## src/rtl/afom_pkg.sv

```systemverilog
// Shared types and constants of the ADC frame on-time meter.
// No dependencies; every other file of the block imports this package.
package afom_pkg;

	localparam int TIME_WIDTH   = 48;
	localparam int SAMPLE_WIDTH = 12;
	localparam int FRAME_WIDTH  = 32;
	localparam int NUM_CHAN     = 2;
	localparam int CHAN_WIDTH   = $clog2(NUM_CHAN);
	localparam int CFG_IDX_WIDTH  = 1;
	localparam int CFG_DATA_WIDTH = SAMPLE_WIDTH;

	// null bit: bit 5 of the first byte
	localparam int NULL_BIT_POS = FRAME_WIDTH - 8 + 5;

	typedef enum logic {
		OP_SAMPLE = 1'b0,
		OP_CLEAR  = 1'b1
	} op_t;

	localparam logic [CFG_IDX_WIDTH-1:0] REG_FLOOR_CHAN0 = 1'd0;
	localparam logic [CFG_IDX_WIDTH-1:0] REG_FLOOR_CHAN1 = 1'd1;

	typedef struct packed {
		logic                   operation;
		logic [CHAN_WIDTH-1:0]  channel;
		logic [FRAME_WIDTH-1:0] frame;
		logic [TIME_WIDTH-1:0]  timestamp_ms;
	} in_item_t;

	typedef struct packed {
		logic                    frame_error;
		logic [SAMPLE_WIDTH-1:0] sample_msb_first;
		logic [SAMPLE_WIDTH-1:0] sample_lsb_first;
		logic                    channel_on;
		logic [TIME_WIDTH-1:0]   run_time_ms;
		logic [TIME_WIDTH-1:0]   unreported_ms;
	} out_item_t;

	// classified beat handed from the front to the back
	typedef struct packed {
		op_t                     op;
		logic [CHAN_WIDTH-1:0]   channel;
		logic                    frame_error;
		logic                    above_floor;
		logic [SAMPLE_WIDTH-1:0] sample_msb;
		logic [SAMPLE_WIDTH-1:0] sample_lsb;
		logic [TIME_WIDTH-1:0]   timestamp;
	} work_item_t;

	// bit i of the result is bit (11 - i) of {b1[1:0], b2, b3[7:6]}
	function automatic logic [SAMPLE_WIDTH-1:0] bit_reverse12(
		input logic [SAMPLE_WIDTH-1:0] src
	);
		logic [SAMPLE_WIDTH-1:0] r;
		for (int i = 0; i < SAMPLE_WIDTH; i++) begin
			r[i] = src[SAMPLE_WIDTH-1-i];
		end
		return r;
	endfunction

endpackage

```

## src/rtl/afom_front.sv

```systemverilog
// Front end: floor registers, frame null-bit check, sample unpack, floor compare.
// Depends on afom_pkg.
module afom_front (
	input  logic                                  clk,
	input  logic                                  arst_n,
	input  afom_pkg::in_item_t                    in_data,
	input  logic                                  cfg_we,
	input  logic [afom_pkg::CFG_IDX_WIDTH-1:0]    cfg_index,
	input  logic [afom_pkg::CFG_DATA_WIDTH-1:0]   cfg_data,
	output afom_pkg::work_item_t                  item
);
	import afom_pkg::*;

	logic [SAMPLE_WIDTH-1:0] floor_q [NUM_CHAN];
	logic [SAMPLE_WIDTH-1:0] msb_raw;
	logic [SAMPLE_WIDTH-1:0] lsb_raw;
	logic                    null_bit;
	logic                    is_clear;

	always_ff @(posedge clk or negedge arst_n) begin
		if (!arst_n) begin
			floor_q[0] <= '0;
			floor_q[1] <= '0;
		end else if (cfg_we) begin
			unique case (cfg_index)
				REG_FLOOR_CHAN0: floor_q[0] <= cfg_data;
				REG_FLOOR_CHAN1: floor_q[1] <= cfg_data;
				default: ;
			endcase
		end
	end

	always_comb begin
		is_clear = (op_t'(in_data.operation) == OP_CLEAR);
		null_bit = in_data.frame[NULL_BIT_POS];
		// (b0 & 0x1F) << 7 | b1 >> 1
		msb_raw  = {in_data.frame[28:24], in_data.frame[23:17]};
		lsb_raw  = bit_reverse12({in_data.frame[17:16], in_data.frame[15:8],
			in_data.frame[7:6]});

		item.op          = op_t'(in_data.operation);
		item.channel     = in_data.channel;
		item.frame_error = !is_clear && null_bit;
		item.above_floor = msb_raw > floor_q[in_data.channel];
		item.timestamp   = in_data.timestamp_ms;
		if (is_clear || null_bit) begin
			item.sample_msb = '0;
			item.sample_lsb = '0;
		end else begin
			item.sample_msb = msb_raw;
			item.sample_lsb = lsb_raw;
		end
	end

endmodule

```

## src/rtl/afom_queue.sv

```systemverilog
// Two-entry queue between the front end and the channel update stage.
// Depends on afom_pkg.
module afom_queue (
	input  logic                  clk,
	input  logic                  arst_n,
	input  logic                  push,
	input  afom_pkg::work_item_t  push_item,
	output logic                  full,
	input  logic                  pop,
	output logic                  not_empty,
	output afom_pkg::work_item_t  head
);
	import afom_pkg::*;

	localparam int DEPTH = 2;

	work_item_t                 mem [DEPTH];
	logic                       wr_ptr_q;
	logic                       rd_ptr_q;
	logic [$clog2(DEPTH+1)-1:0] count_q;

	assign full      = (count_q == 2'(DEPTH));
	assign not_empty = (count_q != '0);
	assign head      = mem[rd_ptr_q];

	always_ff @(posedge clk) begin
		if (push) begin
			mem[wr_ptr_q] <= push_item;
		end
	end

	always_ff @(posedge clk or negedge arst_n) begin
		if (!arst_n) begin
			wr_ptr_q <= 1'b0;
			rd_ptr_q <= 1'b0;
			count_q  <= '0;
		end else begin
			if (push) begin
				wr_ptr_q <= !wr_ptr_q;
			end
			if (pop) begin
				rd_ptr_q <= !rd_ptr_q;
			end
			case ({push, pop})
				2'b10:   count_q <= count_q + 2'd1;
				2'b01:   count_q <= count_q - 2'd1;
				default: count_q <= count_q;
			endcase
		end
	end

endmodule

```

## src/rtl/afom_back.sv

```systemverilog
// Back end: per-channel on-time state update and the registered result beat.
// Depends on afom_pkg.
module afom_back (
	input  logic                  clk,
	input  logic                  arst_n,
	input  logic                  item_valid,
	input  afom_pkg::work_item_t  item,
	output logic                  item_pop,
	output logic                  out_valid,
	input  logic                  out_stall,
	output afom_pkg::out_item_t   out_data
);
	import afom_pkg::*;

	localparam logic [TIME_WIDTH-1:0] TIME_MAX = '1;

	logic [TIME_WIDTH-1:0] last_on_time_q [NUM_CHAN];
	logic                  last_on_valid_q [NUM_CHAN];
	logic [TIME_WIDTH-1:0] run_time_q [NUM_CHAN];
	logic [TIME_WIDTH-1:0] unrep_q [NUM_CHAN];

	logic                  out_valid_q;
	out_item_t             out_data_q;

	logic [TIME_WIDTH-1:0] cur_last;
	logic                  cur_on;
	logic [TIME_WIDTH-1:0] cur_run;
	logic [TIME_WIDTH-1:0] cur_unrep;
	logic [TIME_WIDTH-1:0] dur;
	logic [TIME_WIDTH-1:0] run_next;
	logic [TIME_WIDTH-1:0] unrep_next;
	out_item_t             res;

	function automatic logic [TIME_WIDTH-1:0] sat_add(
		input logic [TIME_WIDTH-1:0] a,
		input logic [TIME_WIDTH-1:0] b
	);
		logic [TIME_WIDTH:0] s;
		s = {1'b0, a} + {1'b0, b};
		return s[TIME_WIDTH] ? TIME_MAX : s[TIME_WIDTH-1:0];
	endfunction

	assign item_pop  = item_valid && (!out_valid_q || !out_stall);
	assign out_valid = out_valid_q;
	assign out_data  = out_data_q;

	always_comb begin
		cur_last  = last_on_time_q[item.channel];
		cur_on    = last_on_valid_q[item.channel];
		cur_run   = run_time_q[item.channel];
		cur_unrep = unrep_q[item.channel];

		if (!cur_on) begin
			dur = TIME_WIDTH'(1);
		end else if (item.timestamp >= cur_last) begin
			dur = item.timestamp - cur_last;
		end else begin
			dur = '0;
		end
		run_next   = sat_add(cur_run, dur);
		unrep_next = sat_add(cur_unrep, dur);

		res.frame_error      = item.frame_error;
		res.sample_msb_first = item.sample_msb;
		res.sample_lsb_first = item.sample_lsb;
		res.channel_on       = cur_on;
		res.run_time_ms      = cur_run;
		res.unreported_ms    = cur_unrep;
		if (item.op == OP_CLEAR) begin
			res.unreported_ms = '0;
		end else if (!item.frame_error) begin
			if (item.above_floor) begin
				res.channel_on    = 1'b1;
				res.run_time_ms   = run_next;
				res.unreported_ms = unrep_next;
			end else begin
				res.channel_on  = 1'b0;
				res.run_time_ms = '0;
			end
		end
	end

	always_ff @(posedge clk or negedge arst_n) begin
		if (!arst_n) begin
			for (int c = 0; c < NUM_CHAN; c++) begin
				last_on_time_q[c]  <= '0;
				last_on_valid_q[c] <= 1'b0;
				run_time_q[c]      <= '0;
				unrep_q[c]         <= '0;
			end
		end else if (item_pop) begin
			if (item.op == OP_CLEAR) begin
				for (int c = 0; c < NUM_CHAN; c++) begin
					unrep_q[c] <= '0;
				end
			end else if (!item.frame_error) begin
				if (item.above_floor) begin
					run_time_q[item.channel]      <= run_next;
					unrep_q[item.channel]         <= unrep_next;
					last_on_time_q[item.channel]  <= item.timestamp;
					last_on_valid_q[item.channel] <= 1'b1;
				end else begin
					run_time_q[item.channel]      <= '0;
					last_on_time_q[item.channel]  <= '0;
					last_on_valid_q[item.channel] <= 1'b0;
				end
			end
		end
	end

	always_ff @(posedge clk or negedge arst_n) begin
		if (!arst_n) begin
			out_valid_q <= 1'b0;
		end else if (item_pop) begin
			out_valid_q <= 1'b1;
		end else if (!out_stall) begin
			out_valid_q <= 1'b0;
		end
	end

	always_ff @(posedge clk) begin
		if (item_pop) begin
			out_data_q <= res;
		end
	end

endmodule

```

## src/rtl/adc_frame_ontime_meter_core.sv

```systemverilog
// Top level of the ADC frame on-time meter.
// Depends on afom_pkg, afom_front, afom_queue and afom_back.
//
// Takes one beat per cycle unless in_stall is high; one result beat for each.
// A sample beat carries a channel (0 or 1), a raw 32-bit serial ADC frame
// (first byte in bits 31..24) and a millisecond timestamp. A frame with the
// null bit (bit 29) set is flagged with frame_error and changes no state.
// Otherwise the 12-bit MSB-first and LSB-first samples are unpacked; the
// MSB-first sample is compared against the channel floor register. At or
// below the floor the channel goes off and its run time clears; above it,
// run time and unreported total both grow by the time since the previous on
// sample (zero if time went backward), or by 1 when the channel was off,
// saturating at all ones. A clear beat zeroes the unreported totals of both
// channels and reports the selected channel's state with unreported_ms = 0.
// Throughput is one beat per cycle while the output is not stalled, set by
// the read-modify-write of the per-channel state in the back end. The
// accepting edge writes the classified beat into a two-entry queue; the
// back end pops it when no stalled result is pending, updates the channel
// and registers the result. in_stall rises only when the queue is full: in
// steady back-to-back flow one beat sits in the queue, and a stalled pending
// result fills it while beats keep arriving.
// Floor registers (index 0 and 1, 12 bits, reset 0) may be written only
// while the block is idle.
module adc_frame_ontime_meter_core (
	input  logic                                  clk,
	input  logic                                  arst_n,
	input  logic                                  in_valid,
	output logic                                  in_stall,
	input  afom_pkg::in_item_t                    in_data,
	output logic                                  out_valid,
	input  logic                                  out_stall,
	output afom_pkg::out_item_t                   out_data,
	input  logic                                  cfg_we,
	input  logic [afom_pkg::CFG_IDX_WIDTH-1:0]    cfg_index,
	input  logic [afom_pkg::CFG_DATA_WIDTH-1:0]   cfg_data
);
	import afom_pkg::*;

	work_item_t front_item;
	work_item_t head_item;
	logic       q_full;
	logic       q_not_empty;
	logic       q_pop;
	logic       in_accept;

	// queue full is registered, so stall never depends on valid
	assign in_stall  = q_full;
	assign in_accept = in_valid && !q_full;

	afom_front u_front (
		.clk       (clk),
		.arst_n    (arst_n),
		.in_data   (in_data),
		.cfg_we    (cfg_we),
		.cfg_index (cfg_index),
		.cfg_data  (cfg_data),
		.item      (front_item)
	);

	afom_queue u_queue (
		.clk       (clk),
		.arst_n    (arst_n),
		.push      (in_accept),
		.push_item (front_item),
		.full      (q_full),
		.pop       (q_pop),
		.not_empty (q_not_empty),
		.head      (head_item)
	);

	afom_back u_back (
		.clk        (clk),
		.arst_n     (arst_n),
		.item_valid (q_not_empty),
		.item       (head_item),
		.item_pop   (q_pop),
		.out_valid  (out_valid),
		.out_stall  (out_stall),
		.out_data   (out_data)
	);

endmodule

```

## config.mk

```make
export PLATFORM = sky130hd
export DESIGN_NAME = adc_frame_ontime_meter_core
export DESIGN_NICKNAME = d
export VERILOG_FILES = /design/src/rtl/afom_pkg.sv /design/src/rtl/afom_front.sv /design/src/rtl/afom_queue.sv /design/src/rtl/afom_back.sv /design/src/rtl/adc_frame_ontime_meter_core.sv
export SDC_FILE = /design/constraint.sdc
export NUM_CORES = 1
export LEC_CHECK = 0
export BUFFER_PORTS_ARGS = -buffer_cell sky130_fd_sc_hd__clkbuf_2
export CAP_MARGIN = 10
export CORE_ASPECT_RATIO = 0.7
export CORE_MARGIN = 10
export CORE_UTILIZATION = 50
export DETAILED_ROUTE_END_ITERATION = 16
export PLACE_DENSITY = 0.68
export SKIP_LAST_GASP = 1
export SLEW_MARGIN = 20
export SYNTH_ARGS = -nofsm -noshare
export SYNTH_HDL_FRONTEND = slang
export SYNTH_SLANG_ARGS = --single-unit
```

## constraint.sdc

```tcl
create_clock -name clk -period 15.25 [get_ports clk]
set_clock_uncertainty 0.05 [all_clocks]
set_input_delay 2.2875 -clock clk [delete_from_list [all_inputs] [get_ports clk]]
set_output_delay 2.2875 -clock clk [all_outputs]
set_load 0.005 [all_outputs]
```

# Word level (Yosys, flattened, before mapping)

Memories as Yosys holds them, arrays and structs flattened.
Index checks and enable logic that the tools add are counted.

Register bits: 441
ROM bits: 0
Input bits: 100
Memory bits (writable): 152
Latch bits: 0
Output and inout bits: 124
Word-level logic and storage cells: 108
Memories kept: 1

Shifts and indexed selects: 0
Divide/modulo/power cells: 0
Multiply operators: 0
Reductions and logical operators: 19
Equal/unequal tests: 5
$add $sub $neg: 5
Bitwise operators: 11
Multiplexer cells: 42
Order comparisons: 5

Memory list:

| memory      | depth | width | rd ports | clocked after Yosys merged registers in | write ports | line             | RTL |
|---|---|---|---|---|---|---|---|
| u_queue.mem | 2     | 76    | 1        | 0                                       | 1           | afom_queue.sv:17 | `work_item_t mem [DEPTH];` |

Operators with widths:

| kind                                                     | number |
|---|---|
| two-way mux 48 bit                                       | 15 |
| two-way mux 96 bit                                       | 5 |
| bitwise mux 96 bit                                       | 3 |
| AND 96 bit                                               | 2 |
| adder 48 x 48 -> 49 bit                                  | 2 |
| two-way mux 49 bit                                       | 2 |
| two-way mux 97 bit                                       | 1 |
| inverter 96 bit                                          | 1 |
| demux 48 bit (select 1 bit)                              | 1 |
| greater-or-equal comparator 48 bit                       | 1 |
| subtractor 48 bit                                        | 1 |
| two-way mux 12 bit                                       | 3 |
| two-way mux 24 bit                                       | 1 |
| greater-than comparator 12 bit                           | 1 |
| two-way mux 1 bit                                        | 8 |
| logical NOT 1 bit                                        | 6 |
| AND reduction 3 bit                                      | 2 |
| nonzero test 2 bit                                       | 3 |
| equality test 2 bit, second input constant               | 2 |
| greater-or-equal comparator 2 bit, second input constant | 2 |
| logical AND 1 bit                                        | 4 |
| inverter 1 -> 2 bit                                      | 2 |
| one-hot mux 2 bit (2 select lines)                       | 1 |
| AND reduction 2 bit                                      | 2 |
| other kinds (13)                                         | 16 |

# Longest topological paths before layout

Gate-level depths: netlist (run 1).
An unclocked memory read counts as a cell.

Word-level depth: 14
Gate-level depth with buffers: 43
Gate-level depth less buffers: 34

# Cells and area by module

A second synthesis (run 1) with hierarchy kept.

Cell total of the unflattened synthesis: 3,732
Area, all modules: 37,075.6 µm²

By module, submodules not included:

| module                      | times used | cells an instance | area an instance (µm²) | sequential area each (µm²) |
|---|---|---|---|---|
| afom_back                   | 1          | 3,305             | 29,378.2               | 10,945.5 |
| afom_queue                  | 1          | 253               | 5,806.8                | 4,664.5 |
| afom_front                  | 1          | 173               | 1,876.8                | 600.6 |
| adc_frame_ontime_meter_core | 1          | 1                 | 13.8                   | 0.0 |

# Worst setup path before layout (run 1)

OpenSTA, ideal clock, no wires.

Path kind: input port to flip-flop
Start point: input out_stall
End point: register u_back.run_time_q[85] (netlist bit)
Setup time: 130 ps
Stages on the path: 6
Buffers on the path: 2
Data required time: 15,070 ps
Arrival time: 10,300 ps
Slack: 4,770 ps
Path through: a21oi_1 > nand3_1 > clkbuf_1 > buf_1 > nand2_1 > o21ai_0

Longest elaborated chain between the ends: 4

RTL lines:

| element                       | line                              | RTL |
|---|---|---|
| start, declared               | adc_frame_ontime_meter_core.sv:31 | `input logic out_stall,` |
| logical NOT 1 bit             | afom_back.sv:43                   | `assign item_pop = item_valid && (!out_valid_q \|\| !out_stall);` |
| logical OR 1 bit              | afom_back.sv:43                   |  |
| logical AND 1 bit             | afom_back.sv:43                   |  |
| AND reduction 3 bit (no line) | --                                |  |
| end signal, assigned by index | afom_back.sv:98                   | `run_time_q[item.channel] <= run_next;` |
| end, declared                 | afom_back.sv:19                   | `logic [TIME_WIDTH-1:0] run_time_q [NUM_CHAN];` |

Every way passes these cells.
A chain may end at the register's enable or synchronous reset.

==> results of run 1 <==
[where the power goes]
part           internal [mW]  leakage (nW)  total (mW)  switching, mW
Combinational           1.50          8.49        4.42           2.91
Clock                  0.835         0.952        1.48          0.642
Sequential              2.25          6.90        2.46          0.218
Total                   4.59          16.3        8.36           3.77
[cell families (layout without fill, tap and decap cells)]
logic type,count (synthesis),count (layout)
fa+ha+maj,152,152
buf+inv,270,448
compound gates,930,930
simple gates,831,831
mux,272,272
flops,590,590
xor+xnor,137,137
[state kept, by name, summed over array words and instances (netlist names), named ones only]
signal	cells
u_back.last_on_time_q	96
u_back.out_valid	1
u_back.unrep_q	96
u_back.out_data	121
u_queue.rd_ptr_q	1
u_back.run_time_q	96
u_queue.count_q	2
u_queue.wr_ptr_q	1
u_queue.mem	150
u_front.floor_q	24
[worst reg2reg max path, delay by kind of cell (launching register included)]
kind,cells,cell delay [ns]
simple gates,5,1.36
buf+inv,3,1.23
fa+ha+maj,2,0.90
mux,2,0.79
flops,1,0.85
compound gates,22,5.32
xor+xnor,1,0.19
[routing by layer]
| layer | vias up | share of wire | GRT usage |
|---|---|---|---|
| li1 | 11800 | - | - |
| met1 | 12600 | 0.47 | 0.341 |
| met3 | 141 | 0.082 | 0.0541 |
| met5 | - | 0 | 0 |
| met4 | 0 | 0.025 | 0.0748 |
| met2 | 952 | 0.42 | 0.350 |
[cell usage in the layout (no fill, tap or decap), types with 17 or more instances in the layout]
master     instances
nand3_1           30
xnor2_1           82
nand2b_1          26
o21a_1            17
buf_4             23
nor2b_1           19
and2_1            31
mux2i_1          123
o21bai_1          22
nor2_1           218
nand2_1          380
mux2_2           147
a31oi_1           33
o2bb2ai_1         37
clkbuf_16         58
inv_1             94
clkbuf_1          17
and3_1            21
ha_1             143
o21ai_0          378
a21oi_1          168
clkbuf_2         214
dfrtp_1          318
nor3_1            27
a21o_1            84
xor2_1            55
a22o_1            39
nand4_1           31
edfxtp_1         271
[final cells by class]
class / instances / area (um2)
Tap cell: 880 / 1100
Fill cell: 5476 / 28200
Inverter: 94 / 353
Clock inverter: 30 / 358
Sequential cell: 590 / 16100
Multi-Input combinational cell: 2322 / 15600
Timing Repair Buffer: 244 / 1410
Clock buffer: 80 / 1580
[metrics by stage]
stage               hold slack (ns)  instance area (um2)  power, mW   util  setup WS (ns)
floorplan                     0.394                32600       5.48      -           4.77
global placement              0.406                34400       6.69  0.532           4.69
detailed placement            0.417                34500       6.82  0.533           4.66
CTS                           0.430                36400       8.32  0.563           4.60
global route                  0.440                36500       8.94  0.564           3.87
finish                        0.426                36500       8.36  0.564           4.29
[how the worst max path moves through the flow]
| stage | end | startpoint | slack [ns] |
|---|---|---|---|
| global placement | u_back.out_data[93] | u_queue.rd_ptr_q | 4.69 |
| CTS | u_back.out_data[66] | u_queue.rd_ptr_q | 4.60 |
| floorplan | u_back.run_time_q[85] | out_stall | 4.77 |
| finish | u_back.out_data[66] | u_queue.rd_ptr_q | 4.29 |
| global route | u_back.out_data[78] | u_queue.rd_ptr_q | 3.87 |
| detailed placement | u_back.out_data[66] | u_queue.rd_ptr_q | 4.66 |
==> results.ini, run 1 <==
[logic_synthesis]
synth_top_cell_area_share=0.249
ys_ff_latch=590
synth_area_leader_cell=edfxtp_1
synth_xor_area_frac=0.0368
netlist_top_cells_count=nand2_1 (382), o21ai_0 (378), dfrtp_1 (319), edfxtp_1 (271), nor2_1 (220)
synth_edf_count=271
syn-num-nets=3426
synth_cells=3182
synth-compound-area-share=0.177
synth-seq-area-share=0.494
synth_mux_area_frac=0.0894
syn_area_mm2=0.0326
synth_cell_types=89
post-synth-top-count-cell=nand2_1
ys.flop_type=dfrtp_1
synth_fa_ha_area_frac=0.0579
avgSynthCellArea_um2=10.3
synthTopCellsByArea=edfxtp_1 (25%), dfrtp_1 (24%), o21ai_0 (5.8%)
synth_top_family_by_area=compound AO/OA/AOI/OAI gates
yosys_warnings=0
async_flop_share=0.541
yosys.area_share.simple=0.112

[clock_network]
cts_tree=done
cts_setup_buffers=0
insertion_delay_ns=0.66
cts-hold-fix-buffers=0
clockRootBuffer=clkbuf_16
h-tree-depth=2
ctsResizeCount=0
cts_num_sinks=590
clock_path_buffers=3
path_clk_slew_ns=0.06
cts-buffers-inserted=58

[worst_setup_path]
r2r-start=u_queue.rd_ptr_q
reg2reg_depth=35
rrSetupSlack_ns=4.29
worstPathRequired_ns=15.57
cp-start-kind=flip-flop
worstSetupPathType=reg -> reg
crit_fanout=57
arrival_ns=11.29
cp-end-kind=flip-flop
path_buf_inv=3
critical_path_depth=35
cp_slowest_cell=dfrtp_4
crit_path_frequent_cell=a21o_1
critPathTopFamily=compound AO/OA/AOI/OAI gates
r2r-end=u_back.out_data[66]
cp_slowest_stage_delay_ns=0.85

[power]
leakagePower_nw=16.3
p_per_area_mw_per_mm2=229
ir_drop_v=0.000139

[placed_design]
numPortBuffers=215
dp_hpwl_mm=64.2
dp_cells=4128
place_congestion=0.906

[timing]
fmax_mhz=91.2
tns_ns=0
post-route-period-util=0.719
finalHoldViolCount=0
slew_violations=0
period_minus_slack_ns=10.96
slew_headroom=0.233
setup_violations=0
tightestPinTransition_ns=1.14
rsz0062_at_grt=false

[grt]
antenna_found_initial=1
grt_first_pass_wirelength_mm=143
grt_pass1_vias=25200
grt_start_max_net_pins=170
gr-total-overflow=0
grtUsageTotal=0.236

[finish]
syn2layout_area_growth_pct=11.7
finish.net_count=3554
instances_no_fill=4240
final_layout_size_suffix_gt1_frac=0.154
antenna_cells=0

[worst_hold_path]
hp-start=u_back.run_time_q[58]
worstHoldPathCells=2
whs_endpoint=u_back.run_time_q[58]
hold_class=reg -> reg

[floorplanning]
io_pins=224
core_area_mm2=0.0647
die_width_um=325
dieHeight_um=234
rows=78
initial_core_util=0.505
die-area_mm2=0.0761

[drt]
drt_first_pass_iters=5
vias=25500
wire_per_inst_um=21.8
drtIter0Drc=2338
ant_nets=0
via_per_inst=6.01
drc=0
wl_mm=92.2

[run_status]
status=complete, no violations

[run]
drv_cap=0

No activity file was read; power rests on OpenSTA's default activity.
==> run 2, diff against run 1 <==
Clock period 15.25 ns to 10.4 ns, I/O delays scaled along.
==> results.ini, run 2 (synthesis results as in run 1) <==
[run_status]
status=complete, no violations

[grt]
grtUsageTotal=0.236
grt_first_pass_wirelength_mm=143
antenna_found_initial=1
grt_start_max_net_pins=173
gr-total-overflow=0
grt_pass1_vias=24900

[finish]
layout_commonest_cell=nand2_1
largest_register_ffs=150
final_util=0.563
layout.area.seq_mm2=0.0161
antenna_cells=0
max_flop_register=u_queue.mem
final_area_mm2=0.0365
finish.net_count=3561
syn2layout_area_growth_pct=11.6
multi_input_area_mm2=0.0155
final_layout_size_suffix_gt1_frac=0.155
fillers=5555
instances_no_fill=4245
final_cell_mix=nand2_1 (380), o21ai_0 (378), dfrtp_1 (318)

[timing]
finalHoldViolCount=0
tns_ns=0
slew_headroom=0.202
slew_violations=0
whs_ns=0.429
setup_violations=0
timing.final.ws_setup_ns=1.21
post-route-period-util=0.883
fmax_mhz=109
period_minus_slack_ns=9.19
tightestPinTransition_ns=1.19
rsz0062_at_grt=false

[floorplanning]
die_width_um=325
initial_core_util=0.505
dieHeight_um=234
core_area_mm2=0.0647
rows=78
io_pins=224
die-area_mm2=0.0761

[power]
sequentialPowerShare=0.291
p_per_area_mw_per_mm2=338
leakagePower_nw=16.3
p_int_mw=6.73
clkPwrFrac=0.173
p_sw_mw=5.61
pwr-share-comb=0.536
ir_drop_v=0.000161
sw_frac_of_total=0.455
total_power_mw=12.3

[worst_setup_path]
worstSetupPathType=reg -> reg
cp-start-kind=flip-flop
arrival_ns=9.50
crit_fanout=42
worstPathRequired_ns=10.72
cp-end-kind=flip-flop

[drt]
drt_first_pass_iters=6
wire_per_inst_um=21.8
wl_mm=92.4
ant_nets=0
drc=0
vias=25500
drtIter0Drc=2602
via_per_inst=6.01

[placed_design]
pre_cts_ws_ns=1.28
place_congestion=0.943
dp_hpwl_mm=64.1
dp_cells=4139
placed_area_mm2=0.0345
numPortBuffers=215

[clock_network]
cts_setup_buffers=0
cts-buffers-inserted=56
clock_path_buffers=3
path_clk_slew_ns=0.06
cts-hold-fix-buffers=0
h-tree-depth=2
ctsResizeCount=0
cts_num_sinks=590
cts_tree=done
insertion_delay_ns=0.64
clockRootBuffer=clkbuf_16

[worst_hold_path]
hold_class=reg -> reg

[run]
drv_cap=0

run 2: changes by cell type in the layout (fill, tap and decap cells not counted), moves of 3 or more:
cell | previous run | this run
buf_4 | 23 | 34
buf_16 | 4 | 0
clkinv_2 | 11 | 7
clkinvlp_4 | 1 | 4
run 2: power groups by stage:
stage | registers, mW | clock network [mW] | logic, mW
3_3_place_gp | 3.59 | 0 | 6.31
2_1_floorplan | 3.62 | 0 | 4.41
4_1_cts | 3.59 | 2.18 | 6.49
3_5_place_dp | 3.63 | 0 | 6.46
5_1_grt | 3.66 | 2.27 | 7.20
6_report | 3.59 | 2.13 | 6.61
run 2: final timing paths:
| check | startpoint | end | slack, ns | depth (start not counted) |
|---|---|---|---|---|
| worst max register to register | u_queue.rd_ptr_q | u_back.out_data[8] | 1.21 | 26 |
| worst min register to register | u_back.unrep_q[47] | u_back.unrep_q[47] | 0.43 | 2 |
| min in group asynchronous | arst_n | u_back.last_on_time_q[38] | 0.86 | 1 |
| max in group asynchronous | arst_n | u_queue.rd_ptr_q | 7.96 | 2 |
| worst max-delay path | u_queue.rd_ptr_q | u_back.out_data[8] | 1.21 | 26 |
| worst min-delay path | u_back.unrep_q[47] | u_back.unrep_q[47] | 0.43 | 2 |
run 2: critical path, stage by stage (launching register included):
cell      delay, ns
dfrtp_4        0.43
buf_4          0.48
buf_4          0.70
mux2i_1        0.36
inv_1          0.07
ha_1           0.42
nand4_1        0.19
nor4_1         0.71
o22ai_1        0.18
a21oi_1        0.43
nor4_1         0.19
o21ai_0        0.41
ha_1           0.29
ha_1           0.23
a21oi_1        0.08
maj3_2         0.32
maj3_1         0.39
a22o_1         0.23
nor4_1         0.22
o311ai_1       0.24
and2_4         0.26
o31ai_4        0.28
a21boi_1       0.21
o31ai_4        0.41
o21ai_2        0.15
a31o_2         0.40
a31oi_1        0.56
run 2: layout make-up:
class                      instances  share of cell area
clock inverter                    25             0.00752
sequential                       590               0.442
multi-input combinational       2322               0.427
inverter                          94             0.00968
timing repair buffer             253              0.0390
tap                              880              0.0302
clock buffer                      81              0.0447
run 2: routing by layer:
layer  share of wire  up-vias  track usage  wire length [um]
met2            0.43      983        0.356             39900
met3           0.081      155       0.0527              7450
li1                -    11800            -                 -
met5         0.00019        -            0                18
met4           0.023        2       0.0620              2090
met1            0.46    12600        0.340             42900
